File: src/sv/bcb_pkg.sv
package bcb_pkg;

   localparam int OFFSET_BITS_DEFAULT = 16;
   localparam int QUEUE_DEPTH_DEFAULT = 4;

   localparam logic [31:0] BASE_ADDRESS_RESET = 32'h43c0_0000;

   localparam logic [2:0] CMD_WRITE   = 3'd1;
   localparam logic [2:0] CMD_READ    = 3'd2;
   localparam logic [2:0] CMD_WRITE8  = 3'd3;
   localparam logic [2:0] CMD_READ8   = 3'd4;
   localparam logic [2:0] CMD_READ32  = 3'd5;
   localparam logic [2:0] CMD_RMW     = 3'd6;

   localparam logic [7:0] CMD_CODE_MIN = 8'd1;
   localparam logic [7:0] CMD_CODE_MAX = 8'd6;

   localparam logic [1:0] KIND_RESPONSE = 2'd0;
   localparam logic [1:0] KIND_WRITE    = 2'd1;
   localparam logic [1:0] KIND_READ     = 2'd2;

   typedef enum logic [3:0] {
      PH_TAG,
      PH_CMD,
      PH_OFFS,
      PH_MASK,
      PH_VAL,
      PH_SIZE,
      PH_SDATA,
      PH_WAIT
   } phase_type;

   typedef enum logic [2:0] {
      BEAT_WRITE,
      BEAT_TAG,
      BEAT_STATUS,
      BEAT_BYTE,
      BEAT_READ
   } beat_type;

   // One job holds every result beat of one accepted item, in the order
   // write, tag, status, data bytes, read.
   typedef struct packed {
      logic        do_write;
      logic        do_ack;
      logic        status;
      logic [2:0]  byte_count;
      logic        do_read;
      logic [7:0]  tag;
      logic [31:0] addr;
      logic [31:0] word;
   } job_type;

endpackage

File: src/sv/bcb_front.sv
module bcb_front
   import bcb_pkg::*;
#(
   parameter int OFFSET_BITS = OFFSET_BITS_DEFAULT
) (
   input  logic        clock,
   input  logic        reset,
   input  logic        accept,
   input  logic        mode,
   input  logic [7:0]  host_byte,
   input  logic [31:0] read_data,
   input  logic [31:0] base_address,
   output logic        job_push,
   output job_type     job
);

   localparam int         OFFSET_BYTES = (OFFSET_BITS + 7) / 8;
   localparam logic [1:0] OFFSET_LAST  = 2'(OFFSET_BYTES - 1);

   phase_type              phase_ff, phase_in, phase_step;
   logic [7:0]             tag_ff, tag_in;
   logic [2:0]             cmd_ff, cmd_in;
   logic [OFFSET_BITS-1:0] offset_ff, offset_in, offset_new, addr_offset;
   logic [15:0]            remaining_ff, remaining_in, remaining_new, remaining_dec;
   logic [1:0]             index_ff, index_in, index_next;
   logic [31:0]            value_ff, value_in, value_new;
   logic [31:0]            mask_ff, mask_in, mask_new;

   logic        host_event, data_event;
   logic [31:0] shifted, bus_addr;
   logic        gather_last, misaligned, code_valid;

   assign host_event    = accept && !mode && (phase_ff != PH_WAIT);
   assign data_event    = accept && mode && (phase_ff == PH_WAIT);
   assign shifted       = 32'(host_byte) << {index_ff, 3'b000};
   assign offset_new    = offset_ff | shifted[OFFSET_BITS-1:0];
   assign remaining_new = remaining_ff | shifted[15:0];
   assign value_new     = value_ff | shifted;
   assign mask_new      = mask_ff | shifted;
   assign remaining_dec = remaining_ff - 16'd1;
   assign misaligned    = offset_ff[1:0] != 2'b00;
   assign code_valid    = (host_byte >= CMD_CODE_MIN) && (host_byte <= CMD_CODE_MAX);
   assign addr_offset   = (phase_ff == PH_OFFS) ? offset_new : offset_ff;
   assign bus_addr      = base_address + 32'(addr_offset);
   assign index_next    = gather_last ? 2'd0 : index_ff + 2'd1;

   always_comb begin
      case (phase_ff)
         PH_OFFS: gather_last = index_ff == OFFSET_LAST;
         PH_SIZE: gather_last = index_ff == 2'd1;
         default: gather_last = index_ff == 2'd3;
      endcase
   end

   // next phase
   always_comb begin
      phase_step = phase_ff;
      case (phase_ff)
         PH_TAG: phase_step = PH_CMD;
         PH_CMD: phase_step = code_valid ? PH_OFFS : PH_TAG;
         PH_OFFS: begin
            if (gather_last) begin
               case (cmd_ff)
                  CMD_WRITE: phase_step = PH_VAL;
                  CMD_READ:  phase_step = PH_WAIT;
                  CMD_RMW:   phase_step = PH_MASK;
                  default:   phase_step = PH_SIZE;
               endcase
            end
         end
         PH_MASK: begin
            if (gather_last) phase_step = PH_VAL;
         end
         PH_VAL: begin
            if (gather_last) phase_step = (cmd_ff == CMD_RMW) ? PH_WAIT : PH_TAG;
         end
         PH_SIZE: begin
            if (gather_last) begin
               if (cmd_ff == CMD_WRITE8) begin
                  phase_step = (remaining_new == 16'd0) ? PH_TAG : PH_SDATA;
               end else begin
                  phase_step = (remaining_new != 16'd0) ? PH_WAIT : PH_TAG;
               end
            end
         end
         PH_SDATA: begin
            if (remaining_dec == 16'd0) phase_step = PH_TAG;
         end
         PH_WAIT: begin
            if ((cmd_ff == CMD_READ8 || cmd_ff == CMD_READ32) && remaining_dec != 16'd0) begin
               phase_step = PH_WAIT;
            end else begin
               phase_step = PH_TAG;
            end
         end
         default: phase_step = PH_TAG;
      endcase
      phase_in = (host_event || data_event) ? phase_step : phase_ff;
   end

   // field gathering and job building
   always_comb begin
      tag_in       = tag_ff;
      cmd_in       = cmd_ff;
      offset_in    = offset_ff;
      remaining_in = remaining_ff;
      index_in     = index_ff;
      value_in     = value_ff;
      mask_in      = mask_ff;
      job          = '0;
      job.tag      = tag_ff;
      job.addr     = bus_addr;
      if (host_event) begin
         case (phase_ff)
            PH_TAG: tag_in = host_byte;
            PH_CMD: begin
               if (code_valid) begin
                  cmd_in    = host_byte[2:0];
                  offset_in = '0;
                  index_in  = 2'd0;
               end
            end
            PH_OFFS: begin
               offset_in = offset_new;
               index_in  = index_next;
               if (gather_last) begin
                  case (cmd_ff)
                     CMD_WRITE: value_in = '0;
                     CMD_READ:  job.do_read = 1'b1;
                     CMD_RMW:   mask_in = '0;
                     default:   remaining_in = '0;
                  endcase
               end
            end
            PH_MASK: begin
               mask_in  = mask_new;
               index_in = index_next;
               if (gather_last) value_in = '0;
            end
            PH_VAL: begin
               value_in = value_new;
               index_in = index_next;
               if (gather_last) begin
                  if (cmd_ff == CMD_RMW) begin
                     job.do_read = 1'b1;
                  end else if (misaligned) begin
                     job.do_ack = 1'b1;
                     job.status = 1'b1;
                  end else begin
                     job.do_write = 1'b1;
                     job.word     = value_new;
                     job.do_ack   = 1'b1;
                  end
               end
            end
            PH_SIZE: begin
               remaining_in = remaining_new;
               index_in     = index_next;
               if (gather_last) begin
                  job.do_ack = (cmd_ff != CMD_WRITE8) || (remaining_new == 16'd0);
                  if (cmd_ff != CMD_WRITE8) job.do_read = remaining_new != 16'd0;
               end
            end
            PH_SDATA: begin
               job.do_write = 1'b1;
               job.word     = 32'(host_byte);
               remaining_in = remaining_dec;
               job.do_ack   = remaining_dec == 16'd0;
            end
            default: ;
         endcase
      end else if (data_event) begin
         case (cmd_ff)
            CMD_READ: begin
               job.do_ack = 1'b1;
               job.status = misaligned;
               if (!misaligned) begin
                  job.byte_count = 3'd4;
                  job.word       = read_data;
               end
            end
            CMD_READ8, CMD_READ32: begin
               job.byte_count = (cmd_ff == CMD_READ8) ? 3'd1 : 3'd4;
               job.word       = read_data;
               remaining_in   = remaining_dec;
               job.do_read    = remaining_dec != 16'd0;
            end
            CMD_RMW: begin
               job.do_write = 1'b1;
               job.word     = (read_data & ~mask_ff) | (value_ff & mask_ff);
               job.do_ack   = 1'b1;
            end
            default: ;
         endcase
      end
      job_push = job.do_write || job.do_ack || (job.byte_count != 3'd0) || job.do_read;
   end

   always_ff @(posedge clock) begin
      if (reset) begin
         phase_ff     <= PH_TAG;
         tag_ff       <= '0;
         cmd_ff       <= '0;
         offset_ff    <= '0;
         remaining_ff <= '0;
         index_ff     <= '0;
         value_ff     <= '0;
         mask_ff      <= '0;
      end else begin
         phase_ff     <= phase_in;
         tag_ff       <= tag_in;
         cmd_ff       <= cmd_in;
         offset_ff    <= offset_in;
         remaining_ff <= remaining_in;
         index_ff     <= index_in;
         value_ff     <= value_in;
         mask_ff      <= mask_in;
      end
   end

endmodule

File: src/sv/bcb_queue.sv
module bcb_queue
   import bcb_pkg::*;
#(
   parameter int DEPTH = QUEUE_DEPTH_DEFAULT
) (
   input  logic    clock,
   input  logic    reset,
   input  logic    push,
   input  job_type push_data,
   output logic    full,
   input  logic    pop,
   output job_type pop_data,
   output logic    empty
);

   localparam int PTR_BITS   = (DEPTH > 1) ? $clog2(DEPTH) : 1;
   localparam int COUNT_BITS = $clog2(DEPTH + 1);

   job_type               entries_ff [DEPTH];
   logic [PTR_BITS-1:0]   wr_ptr_ff, wr_ptr_in, rd_ptr_ff, rd_ptr_in;
   logic [COUNT_BITS-1:0] count_ff, count_in;
   logic                  do_push, do_pop;

   assign full     = count_ff == COUNT_BITS'(DEPTH);
   assign empty    = count_ff == '0;
   assign do_push  = push && !full;
   assign do_pop   = pop && !empty;
   assign pop_data = entries_ff[rd_ptr_ff];

   always_comb begin
      wr_ptr_in = wr_ptr_ff;
      rd_ptr_in = rd_ptr_ff;
      if (do_push) wr_ptr_in = (wr_ptr_ff == PTR_BITS'(DEPTH - 1)) ? '0 : wr_ptr_ff + 1'b1;
      if (do_pop)  rd_ptr_in = (rd_ptr_ff == PTR_BITS'(DEPTH - 1)) ? '0 : rd_ptr_ff + 1'b1;
      case ({do_push, do_pop})
         2'b10:   count_in = count_ff + 1'b1;
         2'b01:   count_in = count_ff - 1'b1;
         default: count_in = count_ff;
      endcase
   end

   always_ff @(posedge clock) begin
      if (reset) begin
         wr_ptr_ff <= '0;
         rd_ptr_ff <= '0;
         count_ff  <= '0;
      end else begin
         wr_ptr_ff <= wr_ptr_in;
         rd_ptr_ff <= rd_ptr_in;
         count_ff  <= count_in;
      end
   end

   always_ff @(posedge clock) begin
      if (do_push) entries_ff[wr_ptr_ff] <= push_data;
   end

endmodule

File: src/sv/bcb_back.sv
module bcb_back
   import bcb_pkg::*;
(
   input  logic        clock,
   input  logic        reset,
   input  logic        job_empty,
   input  job_type     job,
   output logic        job_pop,
   output logic        rsp_empty,
   input  logic        rsp_pop,
   output logic [1:0]  rsp_kind,
   output logic [7:0]  rsp_response_byte,
   output logic [31:0] rsp_bus_address,
   output logic [31:0] rsp_bus_write_data,
   output logic        rsp_last
);

   logic        write_ff, write_in;
   logic        tag_pend_ff, tag_pend_in;
   logic        status_pend_ff, status_pend_in;
   logic [2:0]  bytes_ff, bytes_in;
   logic [1:0]  byte_idx_ff, byte_idx_in;
   logic        read_ff, read_in;
   logic [7:0]  tag_ff;
   logic        status_ff;
   logic [31:0] addr_ff, word_ff;

   logic        busy, beat_pop, load;
   logic [3:0]  pending;
   beat_type    beat;

   assign busy     = write_ff || tag_pend_ff || status_pend_ff || (bytes_ff != 3'd0) || read_ff;
   assign pending  = 4'(write_ff) + 4'(tag_pend_ff) + 4'(status_pend_ff) + 4'(bytes_ff)
                     + 4'(read_ff);
   assign rsp_last = pending == 4'd1;
   assign rsp_empty = !busy;
   assign beat_pop = rsp_pop && busy;
   assign load     = !job_empty && (!busy || (beat_pop && rsp_last));
   assign job_pop  = load;

   always_comb begin
      if (write_ff)              beat = BEAT_WRITE;
      else if (tag_pend_ff)      beat = BEAT_TAG;
      else if (status_pend_ff)   beat = BEAT_STATUS;
      else if (bytes_ff != 3'd0) beat = BEAT_BYTE;
      else                       beat = BEAT_READ;
   end

   // next beat flags
   always_comb begin
      write_in       = write_ff;
      tag_pend_in    = tag_pend_ff;
      status_pend_in = status_pend_ff;
      bytes_in       = bytes_ff;
      byte_idx_in    = byte_idx_ff;
      read_in        = read_ff;
      if (load) begin
         write_in       = job.do_write;
         tag_pend_in    = job.do_ack;
         status_pend_in = job.do_ack;
         bytes_in       = job.byte_count;
         byte_idx_in    = 2'd0;
         read_in        = job.do_read;
      end else if (beat_pop) begin
         case (beat)
            BEAT_WRITE:  write_in = 1'b0;
            BEAT_TAG:    tag_pend_in = 1'b0;
            BEAT_STATUS: status_pend_in = 1'b0;
            BEAT_BYTE: begin
               bytes_in    = bytes_ff - 3'd1;
               byte_idx_in = byte_idx_ff + 2'd1;
            end
            default:     read_in = 1'b0;
         endcase
      end
   end

   // beat outputs
   always_comb begin
      rsp_kind           = KIND_RESPONSE;
      rsp_response_byte  = '0;
      rsp_bus_address    = '0;
      rsp_bus_write_data = '0;
      case (beat)
         BEAT_WRITE: begin
            rsp_kind           = KIND_WRITE;
            rsp_bus_address    = addr_ff;
            rsp_bus_write_data = word_ff;
         end
         BEAT_TAG:    rsp_response_byte = tag_ff;
         BEAT_STATUS: rsp_response_byte = 8'(status_ff);
         BEAT_BYTE:   rsp_response_byte = 8'(word_ff >> {byte_idx_ff, 3'b000});
         default: begin
            rsp_kind        = KIND_READ;
            rsp_bus_address = addr_ff;
         end
      endcase
   end

   always_ff @(posedge clock) begin
      if (reset) begin
         write_ff       <= 1'b0;
         tag_pend_ff    <= 1'b0;
         status_pend_ff <= 1'b0;
         bytes_ff       <= '0;
         byte_idx_ff    <= '0;
         read_ff        <= 1'b0;
      end else begin
         write_ff       <= write_in;
         tag_pend_ff    <= tag_pend_in;
         status_pend_ff <= status_pend_in;
         bytes_ff       <= bytes_in;
         byte_idx_ff    <= byte_idx_in;
         read_ff        <= read_in;
      end
   end

   always_ff @(posedge clock) begin
      if (load) begin
         tag_ff    <= job.tag;
         status_ff <= job.status;
         addr_ff   <= job.addr;
         word_ff   <= job.word;
      end
   end

endmodule

File: src/sv/host_command_bus_bridge.sv
// Host command bus bridge. Each req_ beat is either a host command byte
// (req_mode 0) or the data word answering an outstanding bus read (req_mode 1).
// The front parser takes one beat per cycle whenever req_full is low and
// turns it into a job; a job queue of QUEUE_DEPTH entries feeds the result
// sequencer, which emits one rsp_ beat per cycle while rsp_pop is high: bus
// writes, bus read requests and host response bytes, 0 to 6 beats per req_ beat,
// with rsp_last on the final one. Sustained rate is one req_ beat per cycle
// while jobs average a single result, otherwise one result beat per cycle as
// set by the sequencer. Bus reads are answered by feeding the read data back
// in as a req_ beat; host bytes arriving while a read is pending are dropped.
// csr_write_data sets the base address added to every command offset.
module host_command_bus_bridge
   import bcb_pkg::*;
#(
   parameter int OFFSET_BITS = OFFSET_BITS_DEFAULT,
   parameter int QUEUE_DEPTH = QUEUE_DEPTH_DEFAULT
) (
   input  logic        clock,
   input  logic        reset,
   input  logic        req_push,
   output logic        req_full,
   input  logic        req_mode,
   input  logic [7:0]  req_host_byte,
   input  logic [31:0] req_read_data,
   output logic        rsp_empty,
   input  logic        rsp_pop,
   output logic [1:0]  rsp_kind,
   output logic [7:0]  rsp_response_byte,
   output logic [31:0] rsp_bus_address,
   output logic [31:0] rsp_bus_write_data,
   output logic        rsp_last,
   input  logic        csr_write_enable,
   input  logic [31:0] csr_write_data
);

   logic [31:0] base_address_ff, base_address_in;
   logic        accept;
   logic        job_push, job_pop, job_empty;
   job_type     front_job, queue_job;

   assign accept          = req_push && !req_full;
   assign base_address_in = csr_write_enable ? csr_write_data : base_address_ff;

   always_ff @(posedge clock) begin
      if (reset) begin
         base_address_ff <= BASE_ADDRESS_RESET;
      end else begin
         base_address_ff <= base_address_in;
      end
   end

   bcb_front #(
      .OFFSET_BITS (OFFSET_BITS)
   ) u_front (
      .clock        (clock),
      .reset        (reset),
      .accept       (accept),
      .mode         (req_mode),
      .host_byte    (req_host_byte),
      .read_data    (req_read_data),
      .base_address (base_address_ff),
      .job_push     (job_push),
      .job          (front_job)
   );

   bcb_queue #(
      .DEPTH (QUEUE_DEPTH)
   ) u_queue (
      .clock     (clock),
      .reset     (reset),
      .push      (job_push),
      .push_data (front_job),
      .full      (req_full),
      .pop       (job_pop),
      .pop_data  (queue_job),
      .empty     (job_empty)
   );

   bcb_back u_back (
      .clock              (clock),
      .reset              (reset),
      .job_empty          (job_empty),
      .job                (queue_job),
      .job_pop            (job_pop),
      .rsp_empty          (rsp_empty),
      .rsp_pop            (rsp_pop),
      .rsp_kind           (rsp_kind),
      .rsp_response_byte  (rsp_response_byte),
      .rsp_bus_address    (rsp_bus_address),
      .rsp_bus_write_data (rsp_bus_write_data),
      .rsp_last           (rsp_last)
   );

endmodule
File: config.mk
export PLATFORM = sky130hd
export DESIGN_NAME = host_command_bus_bridge
export DESIGN_NICKNAME = d
export VERILOG_FILES = /design/src/sv/bcb_pkg.sv /design/src/sv/bcb_front.sv /design/src/sv/bcb_queue.sv /design/src/sv/bcb_back.sv /design/src/sv/host_command_bus_bridge.sv
export SDC_FILE = /design/constraint.sdc
export NUM_CORES = 1
export LEC_CHECK = 0
export ABC_AREA = 1
export BUFFER_PORTS_ARGS = -buffer_cell sky130_fd_sc_hd__buf_2
export CORE_MARGIN = 3
export CORE_UTILIZATION = 66
export DETAILED_ROUTE_END_ITERATION = 6
export MAX_ROUTING_LAYER = met4
export PLACE_DENSITY = 0.86
export SYNTH_ARGS = -nofsm -noshare
export SYNTH_HDL_FRONTEND = slang
export SYNTH_SLANG_ARGS = --single-unit
export TNS_END_PERCENT = 30
File: constraint.sdc
create_clock -name clock -period 14.59 [get_ports clock]
set_clock_uncertainty 0.2 [all_clocks]
set_input_delay 2.1885 -clock clock [delete_from_list [all_inputs] [get_ports clock]]
set_output_delay 2.1885 -clock clock [all_outputs]
set_load 0.03 [all_outputs]
# == Word level (Yosys, flattened, before mapping) ==
# Memory sizes are Yosys's and may differ from the RTL's. A register that Yosys moved wholly into a read port is not among the register bits.
# Index checks and enable logic that the tools add are counted.
# word_totals
register_bits,234
ram_bits,316
input_bits,78
out_inout_bits,77
elab_cells,253
mem_count,1
# classes
addsub,13
n_lt_le_gt_ge,2
eq_ne,38
n_shift,2
mux,96
bitwise,8
n_reduce_logical,71
# memory_table
memory,words,width,read_ports,rd_clocked_by_memory_dff,wr,line,text
u_queue.entries_ff,4,79,1,1,1,bcb_queue.sv:19,job_type entries_ff [DEPTH];
# ops
cell,count
$mux 32,13
$pmux 32 s3,2
$pmux 32 s2,2
$mux 16,7
$or 32x32->32,3
$and 32x32->32,2
$mux 3,17
$pmux 16 s3,1
$add 32x16->32,1
$logic_not 16->1,2
$not 32->32,1
$or 16x16->16,2
$pmux 16 s2,1
$pmux 4 s8,1
$reduce_bool 16->1,2
$shl 8x5->32,1
$shr 32x5->8,1
$mux 1,29
$mux 4,6
$pmux 8 s3,1
$reduce_bool 2->1,12
$eq 4x3->1 const B,4
$sub 16x1->16 const B,1
$mux 2,7
41 further kinds,111

# == Depth between registers and ports, before layout ==
# logic_depth
depth_word,13
mapped_depth,22
ltp_nobuf,22

# == Modules after synthesis ==
# Synthesis repeated with hierarchy kept, for this count alone.
# hier_totals
cells_unflattened,2624
hier_area_um2,25001.5
# by_module_without_submodules
module,instances,cells_each,area_per_inst_um2,seq_area_each_um2
bcb_queue,1,835,12196.7,9669.3
bcb_front,1,1223,7751.2,2242.2
bcb_back,1,370,3746.1,2372.3
host_command_bus_bridge,1,196,1307.5,640.6

# == Worst setup path before layout ==
# Ideal clock, no wire load.
# synth_timing
kind,reg2reg
start,reg u_back.write_ff
end,reg u_queue.count_ff[2]
setup_time_ps,122
arrival_ps,7123
required_ps,14268
slack_ps,7145
stages_incl_launch_ff,22
path_buffers,2
synth_period_minus_slack_ps,7445
cell_sequence,dfxtp_1 -> clkbuf_1 -> inv_1 -> ha_1 -> inv_1 -> fa_1 -> inv_1 -> ha_1 -> inv_1 -> fa_1 -> nand2_1 -> nor4_1 -> nand3_1 -> nand2_1 -> clkbuf_1 -> ha_1 -> inv_1 -> fa_1 -> a21oi_1 -> o21ai_0 -> o21ai_0 -> a21oi_1
# synth_between
elab_chain_len,11
elab_cells_between_ends,19
classes_between,add/sub: 4; eq/ne: 3; mux: 1; reduce/logical: 11
# synth_lines
element,line,text
from (decl),bcb_back.sv:18,"logic write_ff, write_in;"
from (signal assigned),bcb_back.sv:109,write_ff <= write_in;
$add 1x1->2 (*),bcb_back.sv:33,assign pending = 4'(write_ff) + 4'(tag_pend_ff) + 4'(status_pend_ff) + 4'(bytes_ff)
$add 4x1->4 (*),bcb_back.sv:33,
$add 4x3->4 (*),bcb_back.sv:33,
$add 4x1->4 (*),bcb_back.sv:34,+ 4'(read_ff);
$eq 4x1->1 (*),bcb_back.sv:35,assign rsp_last = pending == 4'd1;
named net rsp_last,host_command_bus_bridge.sv:31,"output logic rsp_last,"
$logic_and 1x1->1 (*),bcb_back.sv:38,assign load = !job_empty && (!busy || (beat_pop && rsp_last));
$logic_or 1x1->1 (*),bcb_back.sv:38,
$logic_and 1x1->1 (*),bcb_back.sv:38,
named net job_pop,host_command_bus_bridge.sv:38,"logic job_push, job_pop, job_empty;"
$logic_and 1x1->1 (*),bcb_queue.sv:27,assign do_pop = pop && !empty;
$eq 2x1->1 or $eq 2x2->1 (tied branches),bcb_queue.sv:35,"case ({do_push, do_pop})"
$pmux 3 s2 or $reduce_bool 2->1 (tied branches),--,
to (signal assigned),bcb_queue.sv:50,count_ff <= count_in;
to (decl),bcb_queue.sv:21,"logic [COUNT_BITS-1:0] count_ff, count_in;"
# Mark *: on every way through the listed nets, which the timed path passes. The rest lies on a longest branch.
# A chain may end at the register's enable or synchronous reset.

# == Worst setup path after layout ==
# layout_timing
start,reg u_back.write_ff
end,out rsp_last
# layout_between
elab_chain_len,5
# layout_lines
element,line
$add 1x1->2,bcb_back.sv:33
$add 4x1->4,bcb_back.sv:33
$add 4x3->4,bcb_back.sv:33
$add 4x1->4,bcb_back.sv:34
$eq 4x1->1,bcb_back.sv:35
to (decl),host_command_bus_bridge.sv:31
# No other way between the ends.

==> impl_metrics.env <==
export IMPL_cts_setup_buffers=0
export IMPL_syn_area_per_cell_sq_um=9.49
export IMPL_cts_max_level=2
export IMPL_setup_violations_final=0
export IMPL_comb_power_share=0.218
export IMPL_rows=70
export IMPL_antenna_found_initial=4
export IMPL_multiInputGateArea_sq_um=8220
export IMPL_vias_per_cell=6.32
export IMPL_clock_sinks=547
export IMPL_whs_ps=255
export IMPL_ys_types=55
export IMPL_grt_pass1_vias=18852
export IMPL_clockRootBuffer="clkbuf_16"
export IMPL_routed_wl_mm=69.2
export IMPL_cts_tree="built"
export IMPL_power_frac_clock=0.329
export IMPL_crit_buf_inv=6
export IMPL_cpMaxStageDelayCell="fa_1"
export IMPL_crit_top_cell="inv_1"
export IMPL_intPower_mw=2.88
export IMPL_core_sq_um=36600
export IMPL_setup_slack_ps=8520
export IMPL_die_area_sq_um=39600
export IMPL_area_growth_pct=11.9
export IMPL_drt_pass1_iterations=6
export IMPL_tns_ps=0
export IMPL_vias=20326
export IMPL_gp_congestion=0.994
export IMPL_grtUsageTotal=0.353
export IMPL_wl_per_cell_um=21.5
export IMPL_drive_gt1_frac=0.120
export IMPL_utilization=0.751
export IMPL_portBuffers=154
export IMPL_finalCritPeriodShare=0.416
export IMPL_die_h_um=199
export IMPL_swShare=0.325
export IMPL_slew_headroom=0.179
export IMPL_fill_cells=2331
export IMPL_place_ws_ps=8580
export IMPL_ff2ff_path_depth=21
export IMPL_ys_ff_latch=547
export IMPL_leakage_nw=10.9
export IMPL_slew_viol_final=0
export IMPL_cts_made_buffers=53
export IMPL_r2r_start="u_back.write_ff"
export IMPL_drc=0
export IMPL_powerDensity_nw_per_um2=155
export IMPL_register_area_sq_um=14800
export IMPL_min_path_type="register to register"
export IMPL_grt_pass1_wl_mm=105
export IMPL_grt_max_degree=107
export IMPL_min_period_ps=6070
export IMPL_cts_hold_buf=0
export IMPL_syn_inst=2588
export IMPL_hpwl_mm=44.8
export IMPL_rsz0062_at_grt="no"
export IMPL_ir_drop_mv=0.108
export IMPL_r2r_end="u_queue.count_ff[2]"
export IMPL_cts_clk_slew_worst_paths_ps=60
export IMPL_outcome="finished clean"
export IMPL_syn_num_nets=2702
export IMPL_synth_edf_count=385
export IMPL_p_switching_mw=1.38
export IMPL_hold_viol=0
export IMPL_power_mw=4.26
export IMPL_post_cts_resized=0
export IMPL_synth_ff_type="edfxtp_1"
export IMPL_crit_end="rsp_last"
export IMPL_crit_chain="buf_4 > inv_1 > ha_1 > inv_1 > fa_1 > inv_1 > ha_1 > inv_1 > fa_1 > nand2_1 > nor4_1 > buf_2"
export IMPL_drt_iter0_markers=2942
export IMPL_critical_path_arrival_ps=3680
export IMPL_yosys_warnings=0
export IMPL_synth_area_sq_um=24600
export IMPL_nets=2810
export IMPL_fmax_mhz=165
export IMPL_crit_cells=12
export IMPL_cts_buffer_depth=3
export IMPL_required_ps=12200
export IMPL_critPathKind="register to output pin"
export IMPL_endpoint_kind="output pin"
export IMPL_reg2reg_slack_ps=8760
export IMPL_startpoint="u_back.write_ff"
export IMPL_ys_seq_area_frac=0.603
export IMPL_maxCapViolations=0
export IMPL_die_w_um=199
export IMPL_cp_max_fo=39
export IMPL_synthArstFlopShare=0
export IMPL_critPathLaunchType="register"
export IMPL_io_pins=155
export IMPL_initial_utilization=0.671
export IMPL_cpLargestDelayFamily="adder cells"
export IMPL_overflow=0
export IMPL_drtAntennaViolNets=0
export IMPL_worst_slew_pin_slew_ps=1230
export IMPL_pwr_share_seq=0.453
export IMPL_slowest_delay_ps=480
export IMPL_clkLatencyLatePin_ps=610
[synthesized netlist by cell type, types with 2 or more instances]
cell type  number  area, sq um
nand4_1         2         12.5
a32oi_1        13          114
xor2_1         21          184
o21ai_0       382         1910
nor3_2          2         20.0
a21oi_1       153          766
nor3b_1         2         15.0
o21ai_1         2         10.0
ha_1           32          400
buf_1           5         18.8
o21bai_1        2         15.0
inv_2           6         22.5
clkinv_1        3         11.3
xnor2_1         9         78.8
clkbuf_1      105          394
fa_1            4         80.1
nand2_1       330         1240
a32o_1          9         90.1
dfxtp_1       162         3240
o22ai_1        79          494
nor2_8          2         40.0
nand3_2        12          120
inv_1         285         1070
edfxtp_1      385        11600
nor3_1         24          120
nor2_1        379         1420
o211a_1         8         80.1
or2_2           9         56.3
nand3_1        73          365
buf_2          13         65.1
o31ai_1         4         30.0
nand2_2        10         62.6
nor2_2          6         37.5
a211oi_1       18          135
nor4_1          5         31.3
a31oi_1        13         81.3
[logic make-up (layout without fill, tap and decap cells)]
group,count (synthesis),in the layout,share of synthesized area
xor+xnor,30,30,0.0107
flops,547,547,0.603
fa+ha+maj,36,36,0.0196
buf+inv,419,572,0.0651
simple gates,861,861,0.146
compound gates,695,695,0.156
other cells,0,5,0
[worst min-delay path, cell delays in order (launching register included)]
cell and delay [ps]:
dfxtp_1 300, inv_1 50, a21oi_1 60
[layout by cell type, fill, tap and decap left out, types with 3 or more instances in the layout]
cell / Yosys / routed
ha_1: 32 / 32
buf_2: 13 / 154
xnor2_1: 9 / 9
nand3_2: 12 / 12
nor2_1: 379 / 374
nand2_2: 10 / 10
dfxtp_1: 162 / 160
clkinv_2: 0 / 8
nand3_1: 73 / 73
nor2_2: 6 / 7
edfxtp_1: 385 / 385
inv_2: 6 / 8
clkbuf_2: 0 / 4
diode_2: 0 / 5
a32o_1: 9 / 9
a32oi_1: 13 / 13
clkinv_1: 3 / 9
o31ai_1: 4 / 3
a211oi_1: 18 / 18
clkbuf_8: 0 / 10
a31oi_1: 13 / 13
o22ai_1: 79 / 79
bufinv_16: 0 / 4
fa_1: 4 / 4
nor3_1: 24 / 24
buf_4: 0 / 23
nand2_1: 330 / 329
nor2_4: 0 / 4
inv_1: 285 / 282
or2_2: 9 / 9
xor2_1: 21 / 21
a21oi_1: 153 / 152
clkbuf_16: 0 / 53
o211a_1: 8 / 8
nor4_1: 5 / 5
o21ai_0: 382 / 382
clkinvlp_4: 0 / 4
clkbuf_1: 105 / 6
[routing by layer]
metal,track usage,part of all wire,vias to the layer above
met5,-,0,-
met2,0.536,0.46,1462
li1,-,-,9101
met4,0.121,0.035,0
met3,0.0849,0.13,198
met1,0.474,0.38,9565
[per-stage QoR]
step | instance area [sq um] | cells
CTS | 27500 | 3209
floorplan | 24600 | 2588
global placement | 25700 | 3109
finish | 27500 | 3214
global route | 27500 | 3213
detailed placement | 25700 | 3109
[power by group through the flow]
stage	Combinational, mW	Clock [mW]	Sequential [mW]
final	0.927	1.40	1.93
after detailed placement	0.902	0	1.96
after floorplan	0.603	0	1.91
after global placement	0.875	0	1.95
after CTS	0.917	1.40	1.92
after global routing	1.00	1.46	1.94
[area by class of cell]
cell class,count,share of cell area
multi-input cells,1622,0.299
repair buffers,177,0.0343
clock inverters,27,0.0107
well taps,468,0.0213
flip-flops and latches,547,0.539
diodes,5,0.000455
clock buffers,73,0.0548
inverters,295,0.0405
[how the worst min path moves through the flow]
stage                                      from                    end  slack (ps)  cells past startpoint
after floorplan           u_front.offset_ff[10]  u_front.offset_ff[10]         230                      2
after global placement    u_front.offset_ff[11]  u_front.offset_ff[11]         240                      2
after detailed placement  u_front.offset_ff[12]  u_front.offset_ff[12]         250                      2
after CTS                 u_front.offset_ff[12]  u_front.offset_ff[12]         250                      2
after global routing       u_front.offset_ff[9]   u_front.offset_ff[9]         290                      2
final                     u_front.offset_ff[12]  u_front.offset_ff[12]         250                      2
[registers in the layout (all words and copies together), names as in the netlist, 2 cells and up, named ones only]
register and flops:
base_address_ff 32, u_queue.rd_ptr_ff 2, u_queue.entries_ff 312, u_front.phase_ff 3
u_front.remaining_ff 16, u_back.byte_idx_ff 2, u_queue.wr_ptr_ff 2, u_front.mask_ff 32
u_back.word_ff 32, u_front.cmd_ff 3, u_queue.count_ff 3, u_back.tag_ff 8
u_front.value_ff 32, u_front.offset_ff 16, u_back.addr_ff 32, u_front.index_ff 2
u_front.tag_ff 8, u_back.bytes_ff 3
No activity file was read; power rests on OpenSTA's default activity.
